## src/hdl/vdi_pkg.sv

```systemverilog
package vdi_pkg;

  localparam int COORD_W     = 16;
  localparam int FRAC_BITS   = 16;
  localparam int SCALAR_W    = FRAC_BITS + 1;
  localparam int PROD_W      = 2 * SCALAR_W;
  localparam int CONTRIB_W   = SCALAR_W + 1 + COORD_W;
  localparam int MAX_REGIONS = 64;
  localparam int CNT_W       = $clog2(MAX_REGIONS + 1);
  localparam int STEP_W      = $clog2(FRAC_BITS);
  localparam int ACC_W       = 39;
  localparam int OUT_W       = 38;

  localparam logic [SCALAR_W-1:0] SCALAR_ONE  = SCALAR_W'(1) << FRAC_BITS;
  localparam logic [SCALAR_W-1:0] SCALAR_ZERO = '0;
  localparam logic [ACC_W-1:0]    ACC_MAX     = {1'b0, {(ACC_W - 1){1'b1}}};
  localparam logic [ACC_W-1:0]    ACC_MIN     = {1'b1, {(ACC_W - 1){1'b0}}};
  localparam logic [OUT_W-1:0]    OUT_MAX     = {1'b0, {(OUT_W - 1){1'b1}}};
  localparam logic [OUT_W-1:0]    OUT_MIN     = {1'b1, {(OUT_W - 1){1'b0}}};

  typedef enum logic [2:0] {
    ST_IDLE,
    ST_CLASS,
    ST_DIV,
    ST_SCALE,
    ST_CLOSE,
    ST_ACCUM,
    ST_EMIT
  } vdi_state_t;

  typedef struct packed {
    logic load;
    logic classify;
    logic div_step;
    logic scale;
    logic close;
    logic accum;
    logic emit;
  } vdi_cmd_t;

  typedef struct packed {
    logic present;
    logic need_div;
    logic close_region;
    logic last_region;
    logic out_free;
  } vdi_status_t;

endpackage

```

## src/hdl/vdi_ctrl.sv

```systemverilog
module vdi_ctrl
  import vdi_pkg::*;
(
  input  logic        clk,
  input  logic        rst_n,
  input  logic        in_valid,
  output logic        in_stall,
  input  vdi_status_t status,
  output vdi_cmd_t    cmd
);

  vdi_state_t        state_r, state_nxt;
  logic [STEP_W-1:0] step_r, step_nxt;

  always_ff @(posedge clk) begin
    if (!rst_n) begin
      state_r <= ST_IDLE;
      step_r  <= '0;
    end else begin
      state_r <= state_nxt;
      step_r  <= step_nxt;
    end
  end

  always_comb begin
    state_nxt = state_r;
    step_nxt  = step_r;
    cmd       = '0;
    in_stall  = 1'b1;
    case (state_r)
      ST_IDLE: begin
        in_stall = 1'b0;
        if (in_valid) begin
          cmd.load  = 1'b1;
          state_nxt = ST_CLASS;
        end
      end
      ST_CLASS: begin
        cmd.classify = 1'b1;
        step_nxt     = '0;
        if (!status.present) begin
          state_nxt = ST_CLOSE;
        end else if (status.need_div) begin
          state_nxt = ST_DIV;
        end else begin
          state_nxt = ST_SCALE;
        end
      end
      ST_DIV: begin
        cmd.div_step = 1'b1;
        step_nxt     = step_r + STEP_W'(1);
        if (step_r == STEP_W'(FRAC_BITS - 1)) begin
          state_nxt = ST_SCALE;
        end
      end
      ST_SCALE: begin
        cmd.scale = 1'b1;
        state_nxt = ST_CLOSE;
      end
      ST_CLOSE: begin
        if (status.close_region) begin
          cmd.close = 1'b1;
          state_nxt = ST_ACCUM;
        end else begin
          state_nxt = ST_IDLE;
        end
      end
      ST_ACCUM: begin
        cmd.accum = 1'b1;
        state_nxt = status.last_region ? ST_EMIT : ST_IDLE;
      end
      ST_EMIT: begin
        if (status.out_free) begin
          cmd.emit  = 1'b1;
          state_nxt = ST_IDLE;
        end
      end
      default: begin
        state_nxt = ST_IDLE;
      end
    endcase
  end

endmodule

```

## src/hdl/vdi_dpath.sv

```systemverilog
module vdi_dpath
  import vdi_pkg::*;
(
  input  logic                      clk,
  input  logic                      rst_n,
  input  vdi_cmd_t                  cmd,
  output vdi_status_t               status,
  input  logic signed [COORD_W-1:0] in_start_coord,
  input  logic signed [COORD_W-1:0] in_peak_coord,
  input  logic signed [COORD_W-1:0] in_end_coord,
  input  logic signed [COORD_W-1:0] in_instance_coord,
  input  logic signed [COORD_W-1:0] in_delta,
  input  logic                      in_axis_present,
  input  logic                      in_last_axis,
  input  logic                      in_last_region,
  output logic                      out_valid,
  input  logic                      out_stall,
  output logic signed [OUT_W-1:0]   out_adjustment
);

  logic signed [COORD_W-1:0] s_r, p_r, e_r, x_r, d_r;
  logic                      present_r, last_ax_r, last_rg_r;

  logic [SCALAR_W-1:0]         rs_r, f_r;
  logic [COORD_W:0]            rem_r;
  logic [COORD_W-1:0]          den_r;
  logic signed [CONTRIB_W-1:0] contrib_r;
  logic signed [ACC_W-1:0]     sum_r;
  logic [CNT_W-1:0]            cnt_r;
  logic                        out_valid_r;
  logic [OUT_W-1:0]            out_adj_r;

  logic                        range_one, outside, at_peak, below_peak;
  logic [COORD_W:0]            diff_xs, diff_ps, diff_ex, diff_ep;
  logic [COORD_W:0]            rem_sh;
  logic                        rem_ge;
  logic [PROD_W-1:0]           prod;
  logic signed [CONTRIB_W-1:0] contrib_full;
  logic                        count_ok;
  logic signed [ACC_W:0]       sum_ext;
  logic [ACC_W-1:0]            sum_sat;
  logic [OUT_W-1:0]            out_sat;

  always_ff @(posedge clk) begin
    if (cmd.load) begin
      s_r       <= in_start_coord;
      p_r       <= in_peak_coord;
      e_r       <= in_end_coord;
      x_r       <= in_instance_coord;
      d_r       <= in_delta;
      present_r <= in_axis_present;
      last_ax_r <= in_last_axis;
      last_rg_r <= in_last_region;
    end
  end

  assign range_one  = (s_r > p_r) || (p_r > e_r) ||
                      ((s_r < 0) && (e_r > 0) && (p_r != 0)) || (p_r == 0);
  assign outside    = (x_r < s_r) || (x_r > e_r);
  assign at_peak    = (x_r == p_r);
  assign below_peak = (x_r < p_r);

  assign diff_xs = {x_r[COORD_W-1], x_r} - {s_r[COORD_W-1], s_r};
  assign diff_ps = {p_r[COORD_W-1], p_r} - {s_r[COORD_W-1], s_r};
  assign diff_ex = {e_r[COORD_W-1], e_r} - {x_r[COORD_W-1], x_r};
  assign diff_ep = {e_r[COORD_W-1], e_r} - {p_r[COORD_W-1], p_r};

  assign rem_sh = {rem_r[COORD_W-1:0], 1'b0};
  assign rem_ge = (rem_sh >= {1'b0, den_r});

  assign prod         = rs_r * f_r;
  assign contrib_full = $signed({1'b0, rs_r}) * d_r;
  assign count_ok     = (cnt_r < CNT_W'(MAX_REGIONS));

  assign sum_ext = (ACC_W + 1)'(sum_r) + (ACC_W + 1)'(contrib_r);
  assign sum_sat = (sum_ext[ACC_W] != sum_ext[ACC_W-1]) ?
                   (sum_ext[ACC_W] ? ACC_MIN : ACC_MAX) : sum_ext[ACC_W-1:0];
  assign out_sat = (sum_r[ACC_W-1] != sum_r[OUT_W-1]) ?
                   (sum_r[ACC_W-1] ? OUT_MIN : OUT_MAX) : sum_r[OUT_W-1:0];

  always_ff @(posedge clk) begin
    if (cmd.classify) begin
      if (range_one || at_peak) begin
        f_r <= SCALAR_ONE;
      end else begin
        f_r <= SCALAR_ZERO;
      end
      if (below_peak) begin
        rem_r <= diff_xs;
        den_r <= diff_ps[COORD_W-1:0];
      end else begin
        rem_r <= diff_ex;
        den_r <= diff_ep[COORD_W-1:0];
      end
    end else if (cmd.div_step) begin
      rem_r <= rem_ge ? (rem_sh - {1'b0, den_r}) : rem_sh;
      f_r   <= {f_r[SCALAR_W-2:0], rem_ge};
    end
    if (cmd.close) begin
      contrib_r <= count_ok ? contrib_full : '0;
    end
    if (cmd.emit) begin
      out_adj_r <= out_sat;
    end
  end

  always_ff @(posedge clk) begin
    if (!rst_n) begin
      rs_r        <= SCALAR_ONE;
      sum_r       <= '0;
      cnt_r       <= '0;
      out_valid_r <= 1'b0;
    end else begin
      if (cmd.scale) begin
        rs_r <= prod[FRAC_BITS +: SCALAR_W];
      end else if (cmd.close || cmd.emit) begin
        rs_r <= SCALAR_ONE;
      end
      if (cmd.close && count_ok) begin
        cnt_r <= cnt_r + CNT_W'(1);
      end else if (cmd.emit) begin
        cnt_r <= '0;
      end
      if (cmd.accum) begin
        sum_r <= sum_sat;
      end else if (cmd.emit) begin
        sum_r <= '0;
      end
      if (cmd.emit) begin
        out_valid_r <= 1'b1;
      end else if (out_valid_r && !out_stall) begin
        out_valid_r <= 1'b0;
      end
    end
  end

  assign status.present      = present_r;
  assign status.need_div     = !range_one && !outside && !at_peak;
  assign status.close_region = last_ax_r || last_rg_r;
  assign status.last_region  = last_rg_r;
  assign status.out_free     = !out_valid_r || !out_stall;

  assign out_valid      = out_valid_r;
  assign out_adjustment = out_adj_r;

endmodule

```

## src/hdl/variation_delta_interpolator.sv

```systemverilog
// One request is taken at a time; the input stalls until its work is done.
// An axis that needs the tent division passes through the one-bit-per-cycle restoring
// divider before scaling; closing a region adds the accumulate step and closing a row
// the emit step; other requests skip the divider, and a stalled result adds its wait.
// A row result is registered from the emit state after its final request accumulates.
// Synchronous active-low reset sets the region scalar to one, clears the sum and count,
// and drops out_valid.
module variation_delta_interpolator
  import vdi_pkg::*;
(
  input  logic                      clk,
  input  logic                      rst_n,
  input  logic                      in_valid,
  output logic                      in_stall,
  input  logic signed [COORD_W-1:0] in_start_coord,
  input  logic signed [COORD_W-1:0] in_peak_coord,
  input  logic signed [COORD_W-1:0] in_end_coord,
  input  logic signed [COORD_W-1:0] in_instance_coord,
  input  logic signed [COORD_W-1:0] in_delta,
  input  logic                      in_axis_present,
  input  logic                      in_last_axis,
  input  logic                      in_last_region,
  output logic                      out_valid,
  input  logic                      out_stall,
  output logic signed [OUT_W-1:0]   out_adjustment
);

  vdi_cmd_t    cmd;
  vdi_status_t status;

  vdi_ctrl u_ctrl (
    .clk      (clk),
    .rst_n    (rst_n),
    .in_valid (in_valid),
    .in_stall (in_stall),
    .status   (status),
    .cmd      (cmd)
  );

  vdi_dpath u_dpath (
    .clk               (clk),
    .rst_n             (rst_n),
    .cmd               (cmd),
    .status            (status),
    .in_start_coord    (in_start_coord),
    .in_peak_coord     (in_peak_coord),
    .in_end_coord      (in_end_coord),
    .in_instance_coord (in_instance_coord),
    .in_delta          (in_delta),
    .in_axis_present   (in_axis_present),
    .in_last_axis      (in_last_axis),
    .in_last_region    (in_last_region),
    .out_valid         (out_valid),
    .out_stall         (out_stall),
    .out_adjustment    (out_adjustment)
  );

endmodule
```

## config.mk

```make
export PLATFORM = sky130hd
export DESIGN_NAME = variation_delta_interpolator
export DESIGN_NICKNAME = d
export VERILOG_FILES = /design/src/hdl/vdi_pkg.sv /design/src/hdl/vdi_ctrl.sv /design/src/hdl/vdi_dpath.sv /design/src/hdl/variation_delta_interpolator.sv
export SDC_FILE = /design/constraint.sdc
export NUM_CORES = 2
export LEC_CHECK = 0
export BUFFER_PORTS_ARGS = -buffer_cell sky130_fd_sc_hd__buf_4
export CORE_MARGIN = 1
export CORE_UTILIZATION = 30
export CTS_BUF_LIST = sky130_fd_sc_hd__clkbuf_16
export CTS_CLUSTER_SIZE = 16
export DETAILED_ROUTE_END_ITERATION = 7
export PLACE_DENSITY = 0.56
export SYNTH_ARGS = -nofsm -noshare
export SYNTH_HDL_FRONTEND = slang
export SYNTH_SLANG_ARGS = --single-unit
```

## constraint.sdc

```tcl
create_clock -name clk -period 10.6 [get_ports clk]
set_input_delay 1.06 -clock clk [delete_from_list [all_inputs] [get_ports clk]]
set_output_delay 1.06 -clock clk [all_outputs]
set_load 0.01 [all_outputs]
```

Word level (Yosys, flattened, before mapping) --
Cells that the tools add are included.
Word-level totals: register bits 275, memories kept 0, memory bits (writable) 0, bits in latches 0, bits in read-only memories 0
Operators by class: shift-type cells 0, multipliers 2, magnitude comparators 9, reductions and logical operators 29, div/mod/pow operators 0, bitwise logic cells 0, add/subtract/negate cells 8, equality and inequality tests 13, multiplexer cells 40
Operator list (count):
- 39-bit two-way mux | 4
- 17-bit two-way mux | 5
- 16-bit two-way mux | 5
- 16-bit subtractor | 5
- 38-bit two-way mux | 2
- 16-bit > comparator | 3
- 39-bit by 34-bit adder with 40-bit output | 1
- 18-bit by 16-bit multiplier with 34-bit output | 1
- 17-bit by 17-bit multiplier with 33-bit output | 1
- 32-bit logical NOT | 1
- 16-bit less-than comparator | 2
- 32-bit nonzero test | 1
- 3-bit one-hot mux with 7 select lines | 1
- 3-bit two-way mux | 6
- 17-bit by 16-bit >= comparator with 1-bit output | 1
- 16-bit == test | 1
- 16-bit by 1-bit > comparator with 1-bit output, second input constant | 1
- 16-bit by 1-bit less-than comparator with 1-bit output, second input constant | 1
- 1-bit two-way mux | 14
- 7-bit two-way mux | 2
- 2-bit nonzero test | 6
- 3-bit == test, second input constant | 3
- 1-bit logical OR | 8
- 4-bit one-hot mux with 2 select lines | 1
- other kinds (13) | 25

Depth between registers and ports, before layout --
depth after elaboration 11, gate-level depth with buffers 26, mapped depth without buffers 24

Modules after synthesis --
Synthesis repeated with hierarchy kept, for this count alone.
Second synthesis, totals: cells, all modules 3668, area total of the unflattened synthesis 34424.3 um2
By module, submodules not included:
- vdi_dpath | area an instance 33937.5 um2, cells an instance 3608, times used 1
- vdi_ctrl | area an instance 486.7 um2, cells an instance 60, times used 1

Worst setup path after synthesis --
Ideal clock, no wire load.
kind reg-to-reg, start point register u_dpath.f_r[8], end point register u_dpath.rs_r[11], period minus slack after synthesis 6423 ps, library setup time 117 ps, path buffers 2, data arrival time 6306 ps, setup slack 4177 ps, required time 10483 ps, cell stages (with the launch flop) 24, path through edfxtp_1 > clkbuf_1 > clkbuf_1 > nand2_1 > fa_1 > inv_1 > fa_1 > fa_1 > fa_1 > fa_1 > inv_1 > fa_1 > inv_1 > ha_1 > a21oi_1 > o21ai_0 > a31o_2 > a22oi_1 > a21oi_1 > a311oi_1 > o21bai_1 > a21o_1 > xor2_1 > a22o_1
On the way: word-level cells in the longest chain between the ends 2
Ends and longest elaborated chain:
- start: declaration | RTL line vdi_dpath.sv:24 | logic [SCALAR_W-1:0] rs_r, f_r;
- start signal: assignment | RTL line vdi_dpath.sv:97 | f_r <= {f_r[SCALAR_W-2:0], rem_ge};
- 17-bit by 17-bit multiplier with 33-bit output | RTL line vdi_dpath.sv:71 | assign prod = rs_r * f_r;
- 17-bit two-way mux | RTL line vdi_dpath.sv:114 | if (cmd.scale) begin
- end signal: assignment | RTL line vdi_dpath.sv:115 | rs_r <= prod[FRAC_BITS +: SCALAR_W];
- end: declaration | RTL line vdi_dpath.sv:24
No other way between the ends. A chain may end at the register's enable or synchronous reset.

Final worst setup path --
start point register u_dpath.rs_r[10], end point register u_dpath.rs_r[11]
On the way: word-level cells in the longest chain between the ends 2
Ends and longest elaborated chain (RTL line):
- 17-bit by 17-bit multiplier with 33-bit output | vdi_dpath.sv:71
- 17-bit two-way mux | vdi_dpath.sv:114
No other way between the ends.

==> metrics <==
RSZ-0062 raised after global routing no; Syn Nets ~4600; die area around 120000 µm²; # rows approximately 120; CP bufs+invs 4; I/O pin cnt approximately 130; Register-to-Register Path Depth 22; vias per cell between 4 and 5; HP Start u_dpath.rs_r[13]; # clock sinks 275; PortBufs 126; Final Cell Area 37900 µm²; outcome completed; Slew Limit Fails 0; Fin Hold WS around 0.45 ns; kind of critical path flop to flop; number of distinct library cells after synthesis 77; first-pass GRT wire length between 100000 and 150000 µm; clk_lat worst skew slightly below 0.6 ns; Power Density 236 nW/µm²; vias in the first global route between 20000 and 30000; cell mode on critical path fa_1; Max-slew headroom around 28%; NumNets Final 4655; Setup Skew around 0.017 ns; Comb power frac 62.0%; CTS clk-pin slew, worst paths approximately 0.050 ns; most common cell after layout, fill and taps aside inv_1; setup bufs post-CTS 0; CTS tree done; CTS Buf Count 36; WP depth 22; Area growth syn-to-layout 10.7%; CP endpoint kind flop; Setup crit start u_dpath.rs_r[10]; Tot Pwr around 9 mW; CP max stage delay ~0.65 ns; Vias between 20000 and 30000; CTS H-tree lvls 2; sw frac 48.8%; Root Driver clkbuf_16; Setup crit end u_dpath.rs_r[11]; period utilization between 60% and 70%; Post-Syn Area per Cell 9.23 µm²; Yosys reg bits between 200 and 300; ys async rst share 0%; Initial Util a little under a third; # hold bufs at CTS 0; most frequent cells in the layout inv_1, nand2_1, fa_1; total net switching power 4.37 mW; DR iter-0 viols 1519; Max Root-Sink Buffers 3; routed len/inst ~17 µm; Setup TNS Final 0 ns; Clk pwr share a little over an eighth; antenna violations before repair 2; worst-margin pin slew roughly 1.1 ns; Yosys top cell by area fa_1; Peak Freq 138 MHz; RR Startpoint u_dpath.rs_r[10]; Slowest cell on crit path dfxtp_1; nature of the critical path startpoint flop; final hold vios 0; Top FF cell, synth edfxtp_1; DRC 0; cells along the critical path buf_4, nand2_1, fa_1, fa_1, fa_1, fa_1, inv_1, fa_1, inv_1, fa_1, inv_1, ha_1, a211oi_1, and4b_1, o211ai_1, a22oi_1, a21oi_1, a311oi_1, o21bai_1, a21o_1, xor2_1, a22o_1; Leakage approximately 18 nW; Synth Instances between 3000 and 4000; Detail Route Antenna Nets 0; number of flops mapped to enable cells by yosys 204; sequential share of the synthesized area between 20% and 30%; post-DP HPWL roughly 70000 µm; Cell Int Power roughly 4.6 mW; Tmin final around 7.2 ns; cell family with most CP delay adder cells; All-Layer GR Usage roughly 16%; Worst EP required between 10 and 15 ns; Hold Path Class flop to flop; Critical Path Fanout Max 24; DRT Wirelength 90300 µm; endpoints failing setup 0; drt first pass iters 5; sequential power share around a quarter; die height around 340 µm; post-synth top area share between 20% and 30%; WP data arrival about 7.7 ns; Placed Area 36800 µm²; Yosys warnings 0; largest net degree at the start of global routing slightly below 60; Die Span X 340 µm; # Max-Cap Violations 0; core outline area 113000 µm²; RR Endpoint u_dpath.rs_r[11]; synthesized area roughly 34000 µm²; GRT overflow 0; gpl congestion ~0.85; worst vdd ir between 150 and 200 µV; Area contributors post-synth fa_1, edfxtp_1, ha_1, inv_1, nand2_1; post-cts gate resize count 0; Worst R2R Setup Slack approximately 3.4 ns; share of post-route cells with drive strength above 1 under 10%
[routing by layer]
metal	vias to the layer above	routed length (µm)	global-route usage, %	part of all wire [%]
met2	475	43600	27.1	48
met4	0	1550	3.40	1.7
met1	12600	41000	21.4	45
li1	12100	-	-	-
met3	81	4080	2.13	4.5
met5	-	0	0	0
[registers in the layout, summed over array words and instances, names as in the netlist, 16 cells and up]
register / flops
u_dpath.p_r: 16
u_dpath.out_adjustment: 38
u_dpath.sum_r: 39
u_dpath.e_r: 16
u_dpath.f_r: 17
u_dpath.s_r: 16
u_dpath.rs_r: 17
u_dpath.x_r: 16
u_dpath.den_r: 16
u_dpath.rem_r: 16
u_dpath.contrib_r: 34
u_dpath.d_r: 16
[cell usage after synthesis, types with 16 or more instances]
master and count:
inv_1 642, nand2_1 464, fa_1 435, ha_1 365
and2_1 264, edfxtp_1 204, nor2_1 165, a21oi_1 152
clkbuf_1 129, o21ai_0 114, a21o_1 85, xnor2_1 81
dfxtp_1 71, xor2_1 52, nor3_1 51, nand3_1 38
nand2b_1 37, nor2b_1 32, a211oi_1 26, and3_1 21
o21a_1 21, o21ai_2 19, nand4_1 18, o211ai_1 17
or3_1 16
[power groups by stage]
stage                     clock network, mW  logic (mW)  registers (mW)
after floorplan                           0        4.30            1.84
after global placement                    0        5.54            2.22
after detailed placement                  0        5.58            2.22
after CTS                              1.24        5.63            2.20
after global routing                   1.28        6.36            2.25
final                                  1.19        5.56            2.21
[stage by stage]
| stage | utilization [%] | instances | setup slack, ns |
|---|---|---|---|
| after floorplan | - | 3711 | 4.18 |
| after global routing | 33.6 | 5295 | 3.00 |
| after detailed placement | 32.6 | 5230 | 3.42 |
| final | 33.6 | 5297 | 3.35 |
| after CTS | 33.6 | 5295 | 3.39 |
| after global placement | 32.6 | 5230 | 3.52 |
[logic make-up after synthesis]
| logic type | Yosys count | synth area share, % |
|---|---|---|
| AO/OA/AOI/OAI | 556 | 10.4 |
| XOR/XNOR | 133 | 3.40 |
| adder cells (fa/ha/maj) | 800 | 38.7 |
| buffers and inverters | 783 | 8.67 |
| flip-flops | 275 | 22.0 |
| multiplexers | 16 | 0.519 |
| AND/OR/NAND/NOR | 1148 | 16.2 |
[worst register-to-register path: stages (launching register included)]
cell	delay, ns
dfxtp_1	0.65
buf_4	0.46
nand2_1	0.15
fa_1	0.53
fa_1	0.44
fa_1	0.49
fa_1	0.50
inv_1	0.06
fa_1	0.55
inv_1	0.06
fa_1	0.54
inv_1	0.04
ha_1	0.33
a211oi_1	0.29
and4b_1	0.23
o211ai_1	0.11
a22oi_1	0.36
a21oi_1	0.24
a311oi_1	0.45
o21bai_1	0.15
a21o_1	0.20
xor2_1	0.13
a22o_1	0.19
[layout make-up]
class / instances / area (µm²)
clock inverter: 29 / 221
clock buffer: 36 / 901
tap: 1500 / 1880
antenna: 2 / 5.00
timing repair buffer: 158 / 1190
multi-input combinational: 2653 / 23800
fill: 11700 / 74900
inverter: 644 / 2420
sequential: 275 / 7550
[worst min-delay path by stage]
stage / endpoint / cells after the start / slack, ns
floorplan: u_dpath.cnt_r[3] / 1 / 0.44
global placement: u_dpath.rs_r[9] / 2 / 0.44
global route: u_dpath.sum_r[34] / 2 / 0.50
finish: u_dpath.rs_r[13] / 2 / 0.45
CTS: u_dpath.rs_r[13] / 2 / 0.46
detailed placement: u_dpath.rs_r[13] / 2 / 0.45
Note: power is estimated with default switching activity, not from simulation.
